===== src/rtl/memory_registration_cache_defines.svh =====
// ----------------------------------------------------------------------------
// memory registration cache assertion macros
// property forms used by mrc_ctrl
// ----------------------------------------------------------------------------
`ifndef MEMORY_REGISTRATION_CACHE_DEFINES_SVH
`define MEMORY_REGISTRATION_CACHE_DEFINES_SVH

// same-cycle implication
`define MRC_ASSERT_NOW(lbl, ant, cons) \
  lbl: assert property (@(posedge clk_i) disable iff (!rst_ni) (ant) |-> (cons)) \
    else $error("mrc assertion failed");

// next-cycle implication
`define MRC_ASSERT_NEXT(lbl, ant, cons) \
  lbl: assert property (@(posedge clk_i) disable iff (!rst_ni) (ant) |=> (cons)) \
    else $error("mrc assertion failed");

`endif


===== src/rtl/mrc_pkg.sv =====
// ----------------------------------------------------------------------------
// mrc_pkg
// widths, defaults and codes of the memory registration cache
// ----------------------------------------------------------------------------
package mrc_pkg;

  localparam int ENTRIES_DEF   = 256;
  localparam int ADDR_BITS_DEF = 48;
  localparam int LEN_W         = 32;
  localparam int SLOT_W        = 8;
  localparam int USES_W        = 16;
  localparam int CFG_W         = 9;
  localparam int CNT_OUT_W     = 9;
  localparam int MODE_W        = 2;
  localparam int OUTC_W        = 4;

  localparam logic [MODE_W-1:0] MODE_REG  = 2'd0;
  localparam logic [MODE_W-1:0] MODE_REL  = 2'd1;
  localparam logic [MODE_W-1:0] MODE_FREE = 2'd2;
  localparam logic [MODE_W-1:0] MODE_RSV  = 2'd3;

  localparam logic [OUTC_W-1:0] OUTC_HIT       = 4'd0;
  localparam logic [OUTC_W-1:0] OUTC_SUB_HIT   = 4'd1;
  localparam logic [OUTC_W-1:0] OUTC_FILL      = 4'd2;
  localparam logic [OUTC_W-1:0] OUTC_REPLACE   = 4'd3;
  localparam logic [OUTC_W-1:0] OUTC_UNCACHED  = 4'd4;
  localparam logic [OUTC_W-1:0] OUTC_RELEASED  = 4'd5;
  localparam logic [OUTC_W-1:0] OUTC_UNC_REL   = 4'd6;
  localparam logic [OUTC_W-1:0] OUTC_FREE_DONE = 4'd7;
  localparam logic [OUTC_W-1:0] OUTC_UNDERFLOW = 4'd8;

endpackage


===== src/rtl/mrc_ifs.sv =====
// ----------------------------------------------------------------------------
// mrc channel interfaces
// request, response and configuration channels with valid/ready
// ----------------------------------------------------------------------------
interface mrc_req_if import mrc_pkg::*; #(
  parameter int ADDR_BITS = ADDR_BITS_DEF
);
  logic                 valid;
  logic                 ready;
  logic [MODE_W-1:0]    mode;
  logic [ADDR_BITS-1:0] address;
  logic [LEN_W-1:0]     length;
  logic [SLOT_W-1:0]    slot;
  logic                 handle_cached;

  modport source (output valid, mode, address, length, slot, handle_cached, input ready);
  modport sink (input valid, mode, address, length, slot, handle_cached, output ready);
endinterface

interface mrc_rsp_if import mrc_pkg::*; #(
  parameter int ADDR_BITS = ADDR_BITS_DEF
);
  logic                 valid;
  logic                 ready;
  logic [OUTC_W-1:0]    outcome;
  logic [SLOT_W-1:0]    slot_out;
  logic [LEN_W-1:0]     sub_offset;
  logic                 evict_valid;
  logic [ADDR_BITS-1:0] evicted_start;
  logic [ADDR_BITS-1:0] evicted_end;
  logic [CNT_OUT_W-1:0] invalidated_count;
  logic [CNT_OUT_W-1:0] busy_count;

  modport source (output valid, outcome, slot_out, sub_offset, evict_valid, evicted_start,
                  evicted_end, invalidated_count, busy_count, input ready);
  modport sink (input valid, outcome, slot_out, sub_offset, evict_valid, evicted_start,
                evicted_end, invalidated_count, busy_count, output ready);
endinterface



===== src/rtl/mrc_ctrl.sv =====
// ----------------------------------------------------------------------------
// mrc_ctrl
// table walk, lookup decisions, valid bits and response register
// ----------------------------------------------------------------------------
`include "memory_registration_cache_defines.svh"

module mrc_ctrl import mrc_pkg::*; #(
  parameter int ENTRIES   = ENTRIES_DEF,
  parameter int ADDR_BITS = ADDR_BITS_DEF,
  localparam int IDX_W    = $clog2(ENTRIES),
  localparam int CNT_W    = $clog2(ENTRIES + 1),
  localparam int DATA_W   = 2 * ADDR_BITS + USES_W
) (
  input  logic              clk_i,
  input  logic              rst_ni,
  input  logic [CNT_W-1:0]  n_i,
  mrc_req_if.sink           req,
  mrc_rsp_if.source         rsp,
  output logic              rd_en_o,
  output logic [IDX_W-1:0]  rd_addr_o,
  input  logic [DATA_W-1:0] rd_data_i,
  output logic              wr_en_o,
  output logic [IDX_W-1:0]  wr_addr_o,
  output logic [DATA_W-1:0] wr_data_o
);

  typedef enum logic [1:0] {ST_IDLE, ST_SCAN, ST_REL, ST_FIN} state_e;

  state_e                state_q;
  logic [MODE_W-1:0]     mode_q;
  logic [ADDR_BITS-1:0]  addr_q, end_q;
  logic [SLOT_W-1:0]     slot_q;
  logic                  cached_q;
  logic [CNT_W-1:0]      rd_idx_q;
  logic                  chk_q;
  logic [IDX_W-1:0]      chk_idx_q;
  logic [ENTRIES-1:0]    valid_q;
  logic                  hit_q, emp_q, zero_q;
  logic [IDX_W-1:0]      hit_idx_q, emp_idx_q, zero_idx_q;
  logic [ADDR_BITS-1:0]  hit_start_q, hit_end_q, zero_start_q, zero_end_q;
  logic [USES_W-1:0]     hit_uses_q;
  logic [CNT_W-1:0]      inv_q, busy_q;

  logic                  rsp_valid_q;
  logic [OUTC_W-1:0]     outc_q;
  logic [SLOT_W-1:0]     slot_out_q;
  logic [LEN_W-1:0]      sub_off_q;
  logic                  evict_q;
  logic [ADDR_BITS-1:0]  ev_start_q, ev_end_q;
  logic [CNT_OUT_W-1:0]  inv_out_q, busy_out_q;

  logic                  in_fire, issue, load;
  logic [ADDR_BITS:0]    end_sum;
  logic [ADDR_BITS-1:0]  in_end, d_start, d_end;
  logic [USES_W-1:0]     d_uses;
  logic                  d_valid, contain, overlap;
  logic [IDX_W-1:0]      rel_idx;
  logic                  rel_ok;
  logic [OUTC_W-1:0]     res_outc;
  logic [LEN_W-1:0]      res_off;
  logic                  res_evict, set_valid;
  logic [CNT_W:0]        cnt_sum;

  assign in_fire = req.valid && req.ready;
  assign req.ready = (state_q == ST_IDLE);
  assign end_sum = {1'b0, req.address} + {{(ADDR_BITS + 1 - LEN_W){1'b0}}, req.length};
  assign in_end = end_sum[ADDR_BITS] ? '1 : end_sum[ADDR_BITS-1:0];

  assign issue = (state_q == ST_SCAN) && (rd_idx_q < n_i);
  assign rd_en_o = issue || (in_fire && req.mode == MODE_REL);
  assign rd_addr_o = issue ? rd_idx_q[IDX_W-1:0] : IDX_W'(req.slot);

  assign {d_start, d_end, d_uses} = rd_data_i;
  assign d_valid = valid_q[chk_idx_q];
  assign contain = d_valid && (d_start <= addr_q) && (end_q <= d_end);
  assign overlap = d_valid && (addr_q < d_end) && (d_start < end_q);

  assign rel_idx = IDX_W'(slot_q);
  assign rel_ok = cached_q && (32'(slot_q) < 32'(n_i)) && valid_q[rel_idx];

  assign load = (state_q == ST_FIN) && (!rsp_valid_q || rsp.ready);

  always_comb begin
    res_outc  = OUTC_UNCACHED;
    res_off   = '0;
    res_evict = 1'b0;
    set_valid = 1'b0;
    wr_en_o   = 1'b0;
    wr_addr_o = hit_idx_q;
    wr_data_o = {addr_q, end_q, USES_W'(1)};
    case (mode_q)
      MODE_REG: begin
        if (hit_q) begin
          wr_en_o = 1'b1;
          wr_data_o = {hit_start_q, hit_end_q,
                       (&hit_uses_q) ? hit_uses_q : hit_uses_q + USES_W'(1)};
          if (addr_q != hit_start_q) begin
            res_outc = OUTC_SUB_HIT;
            res_off = LEN_W'(addr_q - hit_start_q);
          end else begin
            res_outc = OUTC_HIT;
          end
        end else if (emp_q) begin
          wr_en_o = 1'b1;
          wr_addr_o = emp_idx_q;
          set_valid = 1'b1;
          res_outc = OUTC_FILL;
        end else if (zero_q) begin
          wr_en_o = 1'b1;
          wr_addr_o = zero_idx_q;
          res_outc = OUTC_REPLACE;
          res_evict = 1'b1;
        end
      end
      MODE_REL: begin
        wr_addr_o = rel_idx;
        wr_data_o = {hit_start_q, hit_end_q, hit_uses_q - USES_W'(1)};
        if (!rel_ok) begin
          res_outc = OUTC_UNC_REL;
        end else if (hit_uses_q == '0) begin
          res_outc = OUTC_UNDERFLOW;
        end else begin
          wr_en_o = 1'b1;
          res_outc = OUTC_RELEASED;
        end
      end
      default: res_outc = OUTC_FREE_DONE;
    endcase
    wr_en_o = wr_en_o && load;
  end

  always_ff @(posedge clk_i or negedge rst_ni) begin
    if (!rst_ni) begin
      state_q <= ST_IDLE;
      valid_q <= '0;
      rsp_valid_q <= 1'b0;
      chk_q <= 1'b0;
      rd_idx_q <= '0;
    end else begin
      if (load) begin
        rsp_valid_q <= 1'b1;
      end else if (rsp.ready) begin
        rsp_valid_q <= 1'b0;
      end
      case (state_q)
        ST_IDLE: begin
          if (in_fire) begin
            mode_q <= req.mode;
            addr_q <= req.address;
            end_q <= in_end;
            slot_q <= req.slot;
            cached_q <= req.handle_cached;
            rd_idx_q <= '0;
            chk_q <= 1'b0;
            hit_q <= 1'b0;
            emp_q <= 1'b0;
            zero_q <= 1'b0;
            inv_q <= '0;
            busy_q <= '0;
            if (req.mode == MODE_REL) begin
              state_q <= ST_REL;
            end else if (req.mode == MODE_REG || req.mode == MODE_FREE) begin
              state_q <= ST_SCAN;
            end
          end
        end
        ST_SCAN: begin
          chk_q <= issue;
          chk_idx_q <= rd_idx_q[IDX_W-1:0];
          if (issue) begin
            rd_idx_q <= rd_idx_q + CNT_W'(1);
          end
          if (chk_q) begin
            if (mode_q == MODE_REG) begin
              if (contain && !hit_q) begin
                hit_q <= 1'b1;
                hit_idx_q <= chk_idx_q;
                hit_start_q <= d_start;
                hit_end_q <= d_end;
                hit_uses_q <= d_uses;
              end
              if (!d_valid && !emp_q) begin
                emp_q <= 1'b1;
                emp_idx_q <= chk_idx_q;
              end
              if (d_valid && d_uses == '0 && !zero_q) begin
                zero_q <= 1'b1;
                zero_idx_q <= chk_idx_q;
                zero_start_q <= d_start;
                zero_end_q <= d_end;
              end
            end else if (overlap) begin
              if (d_uses == '0) begin
                valid_q[chk_idx_q] <= 1'b0;
                inv_q <= inv_q + CNT_W'(1);
              end else begin
                busy_q <= busy_q + CNT_W'(1);
              end
            end
          end
          if (!issue && !chk_q) begin
            state_q <= ST_FIN;
          end
        end
        ST_REL: begin
          hit_start_q <= d_start;
          hit_end_q <= d_end;
          hit_uses_q <= d_uses;
          state_q <= ST_FIN;
        end
        ST_FIN: begin
          if (load) begin
            outc_q <= res_outc;
            sub_off_q <= res_off;
            evict_q <= res_evict;
            ev_start_q <= res_evict ? zero_start_q : '0;
            ev_end_q <= res_evict ? zero_end_q : '0;
            inv_out_q <= (mode_q == MODE_FREE) ? CNT_OUT_W'(inv_q) : '0;
            busy_out_q <= (mode_q == MODE_FREE) ? CNT_OUT_W'(busy_q) : '0;
            case (res_outc)
              OUTC_HIT, OUTC_SUB_HIT: slot_out_q <= SLOT_W'(hit_idx_q);
              OUTC_FILL: slot_out_q <= SLOT_W'(emp_idx_q);
              OUTC_REPLACE: slot_out_q <= SLOT_W'(zero_idx_q);
              OUTC_RELEASED, OUTC_UNC_REL, OUTC_UNDERFLOW: slot_out_q <= slot_q;
              default: slot_out_q <= '0;
            endcase
            if (set_valid) begin
              valid_q[emp_idx_q] <= 1'b1;
            end
            state_q <= ST_IDLE;
          end
        end
        default: state_q <= ST_IDLE;
      endcase
    end
  end

  assign rsp.valid = rsp_valid_q;
  assign rsp.outcome = outc_q;
  assign rsp.slot_out = slot_out_q;
  assign rsp.sub_offset = sub_off_q;
  assign rsp.evict_valid = evict_q;
  assign rsp.evicted_start = ev_start_q;
  assign rsp.evicted_end = ev_end_q;
  assign rsp.invalidated_count = inv_out_q;
  assign rsp.busy_count = busy_out_q;

  assign cnt_sum = {1'b0, inv_q} + {1'b0, busy_q};

  `MRC_ASSERT_NOW(a_wr_only_fin, wr_en_o, state_q == ST_FIN)
  `MRC_ASSERT_NOW(a_cnt_bound, state_q == ST_SCAN, cnt_sum <= {1'b0, n_i})
  `MRC_ASSERT_NEXT(a_busy_after_accept, in_fire && req.mode != MODE_RSV, state_q != ST_IDLE)

endmodule


===== src/flat_wrapper.sv =====
// flat-port wrapper written by rule: the top's interface ports become plain ports
module mrc_ctrl_flat import mrc_pkg::*;
#(
  parameter int ENTRIES   = ENTRIES_DEF,
  parameter int ADDR_BITS = ADDR_BITS_DEF,
  localparam int IDX_W    = $clog2(ENTRIES),
  localparam int CNT_W    = $clog2(ENTRIES + 1),
  localparam int DATA_W   = 2 * ADDR_BITS + USES_W
)
  (clk_i, rst_ni, n_i, rd_en_o, rd_addr_o, rd_data_i, wr_en_o, wr_addr_o, wr_data_o, req_valid, req_mode, req_address, req_length, req_slot, req_handle_cached, req_ready, rsp_valid, rsp_outcome, rsp_slot_out, rsp_sub_offset, rsp_evict_valid, rsp_evicted_start, rsp_evicted_end, rsp_invalidated_count, rsp_busy_count, rsp_ready);
  mrc_req_if #(.ADDR_BITS(ADDR_BITS)) req_i ();
  mrc_rsp_if #(.ADDR_BITS(ADDR_BITS)) rsp_i ();
  input  logic clk_i;
  input  logic rst_ni;
  input  logic [CNT_W-1:0] n_i;
  output logic rd_en_o;
  output logic [IDX_W-1:0] rd_addr_o;
  input  logic [DATA_W-1:0] rd_data_i;
  output logic wr_en_o;
  output logic [IDX_W-1:0] wr_addr_o;
  output logic [DATA_W-1:0] wr_data_o;
  input wire logic [$bits(req_i.valid)-1:0] req_valid;
  input wire logic [$bits(req_i.mode)-1:0] req_mode;
  input wire logic [$bits(req_i.address)-1:0] req_address;
  input wire logic [$bits(req_i.length)-1:0] req_length;
  input wire logic [$bits(req_i.slot)-1:0] req_slot;
  input wire logic [$bits(req_i.handle_cached)-1:0] req_handle_cached;
  output wire logic [$bits(req_i.ready)-1:0] req_ready;
  output wire logic [$bits(rsp_i.valid)-1:0] rsp_valid;
  output wire logic [$bits(rsp_i.outcome)-1:0] rsp_outcome;
  output wire logic [$bits(rsp_i.slot_out)-1:0] rsp_slot_out;
  output wire logic [$bits(rsp_i.sub_offset)-1:0] rsp_sub_offset;
  output wire logic [$bits(rsp_i.evict_valid)-1:0] rsp_evict_valid;
  output wire logic [$bits(rsp_i.evicted_start)-1:0] rsp_evicted_start;
  output wire logic [$bits(rsp_i.evicted_end)-1:0] rsp_evicted_end;
  output wire logic [$bits(rsp_i.invalidated_count)-1:0] rsp_invalidated_count;
  output wire logic [$bits(rsp_i.busy_count)-1:0] rsp_busy_count;
  input wire logic [$bits(rsp_i.ready)-1:0] rsp_ready;
  assign req_i.valid = req_valid;
  assign req_i.mode = req_mode;
  assign req_i.address = req_address;
  assign req_i.length = req_length;
  assign req_i.slot = req_slot;
  assign req_i.handle_cached = req_handle_cached;
  assign req_ready = req_i.ready;
  assign rsp_valid = rsp_i.valid;
  assign rsp_outcome = rsp_i.outcome;
  assign rsp_slot_out = rsp_i.slot_out;
  assign rsp_sub_offset = rsp_i.sub_offset;
  assign rsp_evict_valid = rsp_i.evict_valid;
  assign rsp_evicted_start = rsp_i.evicted_start;
  assign rsp_evicted_end = rsp_i.evicted_end;
  assign rsp_invalidated_count = rsp_i.invalidated_count;
  assign rsp_busy_count = rsp_i.busy_count;
  assign rsp_i.ready = rsp_ready;
  mrc_ctrl #(.ENTRIES(ENTRIES), .ADDR_BITS(ADDR_BITS)) u_core (.clk_i(clk_i), .rst_ni(rst_ni), .n_i(n_i), .req(req_i), .rsp(rsp_i), .rd_en_o(rd_en_o), .rd_addr_o(rd_addr_o), .rd_data_i(rd_data_i), .wr_en_o(wr_en_o), .wr_addr_o(wr_addr_o), .wr_data_o(wr_data_o));
endmodule

===== config.mk =====
export PLATFORM = sky130hd
export DESIGN_NAME = mrc_ctrl_flat
export DESIGN_NICKNAME = d
export VERILOG_FILES = /design/src/rtl/mrc_pkg.sv /design/src/rtl/mrc_ifs.sv /design/src/rtl/mrc_ctrl.sv /design/src/flat_wrapper.sv
export VERILOG_INCLUDE_DIRS = /design/src /design/src/rtl
export SDC_FILE = /design/constraint.sdc
export NUM_CORES = 2
export LEC_CHECK = 0
export ABC_AREA = 1
export BUFFER_PORTS_ARGS = -buffer_cell sky130_fd_sc_hd__buf_2
export CORE_UTILIZATION = 45
export DETAILED_ROUTE_END_ITERATION = 10
export MAX_ROUTING_LAYER = met4
export SKIP_LAST_GASP = 1
export SYNTH_ARGS = -nofsm -noshare
export SYNTH_HDL_FRONTEND = slang
export SYNTH_SLANG_ARGS = --single-unit

===== constraint.sdc =====
create_clock -name clk_i -period 11.9 [get_ports clk_i]
set_input_delay 1.19 -clock clk_i [delete_from_list [all_inputs] [get_ports clk_i]]
set_output_delay 1.19 -clock clk_i [all_outputs]
set_load 0.005 [all_outputs]

==> out/qor.csv <==
metric,value,unit
outcome,completed,
Int Pwr,6150,uW
final instance area,0.0575,mm2
sequential area share after synthesis,44.5,%
DR vias/cell,5.73,
combinational share of power,34.1,%
maximum clock insertion buffer count,3,
Max Cap Viol,0,
Clock Tree Root,clkbuf_16,
endpoints failing setup,0,
Core Footprint,0.111,mm2
fraction of layout cells with a size suffix above 1,11.2,%
clk sinks,796,
RSZ-0062 raised after global routing,no,
max incr delay on CP,0.95,ns
Pins Over Slew Limit,0,
largest cells by area after synthesis,"edfxtp_1, dfrtp_1, nand2_1",
Worst-path clk slew,0.06,ns
Crit-path slowest cell,buf_4,
Tightest Pin Transition,1.35,ns
CP Depth,20,
sequential cell area,0.0226,mm2
Hold Path Class,in2async,
period utilisation layout,53.1,%
Overall Power,10400,uW
cts hold-fix bufs,0,
Die X-Extent,337,um
final-report hold violation count,0,
number of distinct library cells after synthesis,52,
total die area,0.114,mm2
Rel. slew slack,9.67,%
DR WL/cell,22.8,um
total track usage,34.4,%
crit start category,register,
PD cells,181,mW/mm2
Worst Clk Skew,0.0341,ns
switching pwr,4270,uW
Post-synth EDFFs,527,
Post-Syn Area,0.0506,mm2
fill count,10800,
Initial Utilization,45.6,%
GP Congestion,0.949,
Area Overhead vs Synth,13.5,%
critical path class,reg2reg,
drt drc,0,
drt initial violations,6003,
Worst Path Max Fanout,131,
synthesized area per cell,7.66,um2
Syn Inst Count,6612,
CTS tree,yes,
largest area contributor in the netlist,edfxtp_1,
share of the core filled with cells,51.7,%
number of global-route vias before repair,44600,
buffer count from post-CTS setup fixing,0,
Layout Nets,7451,
post-synth net total,7107,
Syn. warnings,0,
placed inst area,0.0543,mm2
Worst EP required,12.51,ns
Chip Height,337,um
Synth Register Bits,796,
Buf/Inv on CP,3,
total leakage power,0.0260,uW
Max VDD drop,0.000168,V
"CP delay by family, top",simple AND/OR/NAND/NOR gates,
DP HPWL,132000,um
worst reg2reg path depth,20,
global route overflow,0,
DR pass1 iterations,6,
Yosys top cell area share,31.2,%
prevailing post-synth register cell,edfxtp_1,
number of cells upsized or downsized after cts,0,
CP most frequent cell,nand2_1,
detailed-route via count,49000,
crit-path cells,buf_12 > inv_2 > nand2_1 > nor2_1 > nor2_1 > nand2_1 > nand2_1 > nand2_1 > o21ai_0 > nand2_1 > nor2_1 > nor2_1 > nor2_1 > nand3_1 > nand4_1 > nand2_8 > nand2_8 > buf_4 > nand2_1 > nand2_1,
Routed Antenna Nets,0,
CP Capture Type,register,
Skew-Pair Late Insertion Delay,0.70,ns
PortBufs,506,
crit path time final,6.31,ns
Clock power frac,28.5,%
row cnt,122,
total negative slack,0,ns
Num CTS Buffers,94,
Arrival @ worst endpoint,6.93,ns
aggregate routed wire length,195000,um
Top Ports,507,
sequential share of power,37.5,%
Net Sw Frac,41.0,%
initial antenna violation count,33,
largest net degree at the start of global routing,272,
most frequent cells in the layout,"nand2_1, o21ai_0, inv_1, edfxtp_1, buf_2",
"FFs w/ async S/R, synth",33.8,%
Max Fclk,158,MHz
"most common cell after layout, fill and taps aside",nand2_1,
global-route wire length before repair,286000,um
Multi-input gate area,0.0241,mm2
depth of the CTS H-tree,3,
## final timing paths
kind,startpoint,to,slack [ns]
setup / recovery,u_core.chk_idx_q[0]$_DFFE_PP_,u_core.valid_q[38]$_DFFE_PN0P_,5.59
min in group clk_i,u_core.valid_q[97]$_DFFE_PN0P_,u_core.valid_q[97]$_DFFE_PN0P_,0.49
max in group asynchronous,rst_ni,u_core.valid_q[15]$_DFFE_PN0P_,10.03
hold reg to reg,u_core.valid_q[97]$_DFFE_PN0P_,u_core.valid_q[97]$_DFFE_PN0P_,0.49
hold / removal,rst_ni,u_core.rd_idx_q[6]$_DFFE_PN0P_,0.46
setup reg to reg,u_core.chk_idx_q[0]$_DFFE_PP_,u_core.valid_q[38]$_DFFE_PN0P_,5.59
## registers in the layout (all words and copies together) (netlist names), 9 cells and up
name	count
u_core.addr_q	48
u_core.busy_q	9
u_core.end_q	48
u_core.hit_end_q	48
u_core.hit_start_q	48
u_core.hit_uses_q	16
u_core.inv_q	9
u_core.rd_idx_q	9
u_core.rsp.busy_count	9
u_core.rsp.evicted_end	48
u_core.rsp.evicted_start	48
u_core.rsp.invalidated_count	9
u_core.rsp.sub_offset	32
u_core.valid_q	256
u_core.zero_end_q	48
u_core.zero_start_q	48
## per-layer routing
metal	track usage (%)	vias up	part of all wire, %
met1	46.1	23200	42
met2	52.2	2498	45
li1	-	22900	-
met4	12.9	0	3.6
met5	-	-	0
met3	5.59	424	9.9
## synthesized netlist by cell type (5+ instances only)
| library cell | count |
|---|---|
| o21ai_1 | 9 |
| clkbuf_1 | 229 |
| o2111ai_1 | 11 |
| inv_2 | 7 |
| a31oi_1 | 13 |
| nor4_1 | 20 |
| nand2_1 | 1718 |
| buf_2 | 51 |
| o22ai_1 | 8 |
| ha_1 | 277 |
| nor3_1 | 52 |
| buf_1 | 18 |
| a21oi_1 | 341 |
| or2_2 | 30 |
| o21bai_1 | 9 |
| a22oi_1 | 17 |
| o211ai_1 | 34 |
| nor2_1 | 507 |
| xnor2_1 | 12 |
| xor2_1 | 25 |
| o221ai_1 | 11 |
| buf_6 | 6 |
| o21a_1 | 26 |
| o21ai_0 | 1123 |
| nand3b_1 | 7 |
| o31ai_1 | 5 |
| dfrtp_1 | 269 |
| a21o_1 | 5 |
| nand4_1 | 39 |
| nand3_1 | 449 |
| edfxtp_1 | 527 |
| buf_4 | 31 |
| inv_1 | 690 |
## logic make-up after synthesis
group           after synthesis  synth area share, %
buf+inv                    1035                 8.12
flops                       796                 44.5
simple gates               2834                 22.8
xor+xnor                     37                0.640
compound gates             1631                 17.0
fa+ha+maj                   279                 6.92
## metrics by stage
step / worst slack, ns / hold WS (ns) / cells
6_report: 5.59 / 0.458 / 8550
4_1_cts: 5.80 / 0.461 / 8523
3_5_place_dp: 5.79 / 0.477 / 8348
2_1_floorplan: 2.83 / 0.451 / 6612
3_3_place_gp: 5.82 / 0.471 / 8348
5_1_grt: 5.44 / 0.490 / 8543
## power by group through the flow
| stage | Clock (uW) | Combinational [uW] | Sequential, uW |
|---|---|---|---|
| CTS | 3000 | 3490 | 3890 |
| global route | 3100 | 3880 | 3950 |
| global placement | 0 | 3440 | 3930 |
| floorplan | 0 | 2320 | 3890 |
| finish | 2970 | 3550 | 3900 |
| detailed placement | 0 | 3480 | 3940 |
## worst register-to-register path, stage by stage, from the launching register on
cell and delay (ns):
edfxtp_1 0.37, buf_12 0.42, inv_2 0.16, nand2_1 0.53, nor2_1 0.10, nor2_1 0.14, nand2_1 0.06, nand2_1 0.06
nand2_1 0.05, o21ai_0 0.29, nand2_1 0.09, nor2_1 0.10, nor2_1 0.05, nor2_1 0.23, nand3_1 0.48, nand4_1 0.37
nand2_8 0.38, nand2_8 0.98, buf_4 1.11, nand2_1 0.17, nand2_1 0.10
## cell type report
cell class / instances / area share, %
antenna: 27 / 0.118
inverter: 700 / 4.57
timing repair buffer: 583 / 5.51
multi-input combinational: 4781 / 41.9
sequential: 796 / 39.2
clock buffer: 125 / 4.51
tap: 1488 / 3.24
clock inverter: 50 / 0.903
Note: power is estimated with default switching activity, not from simulation.
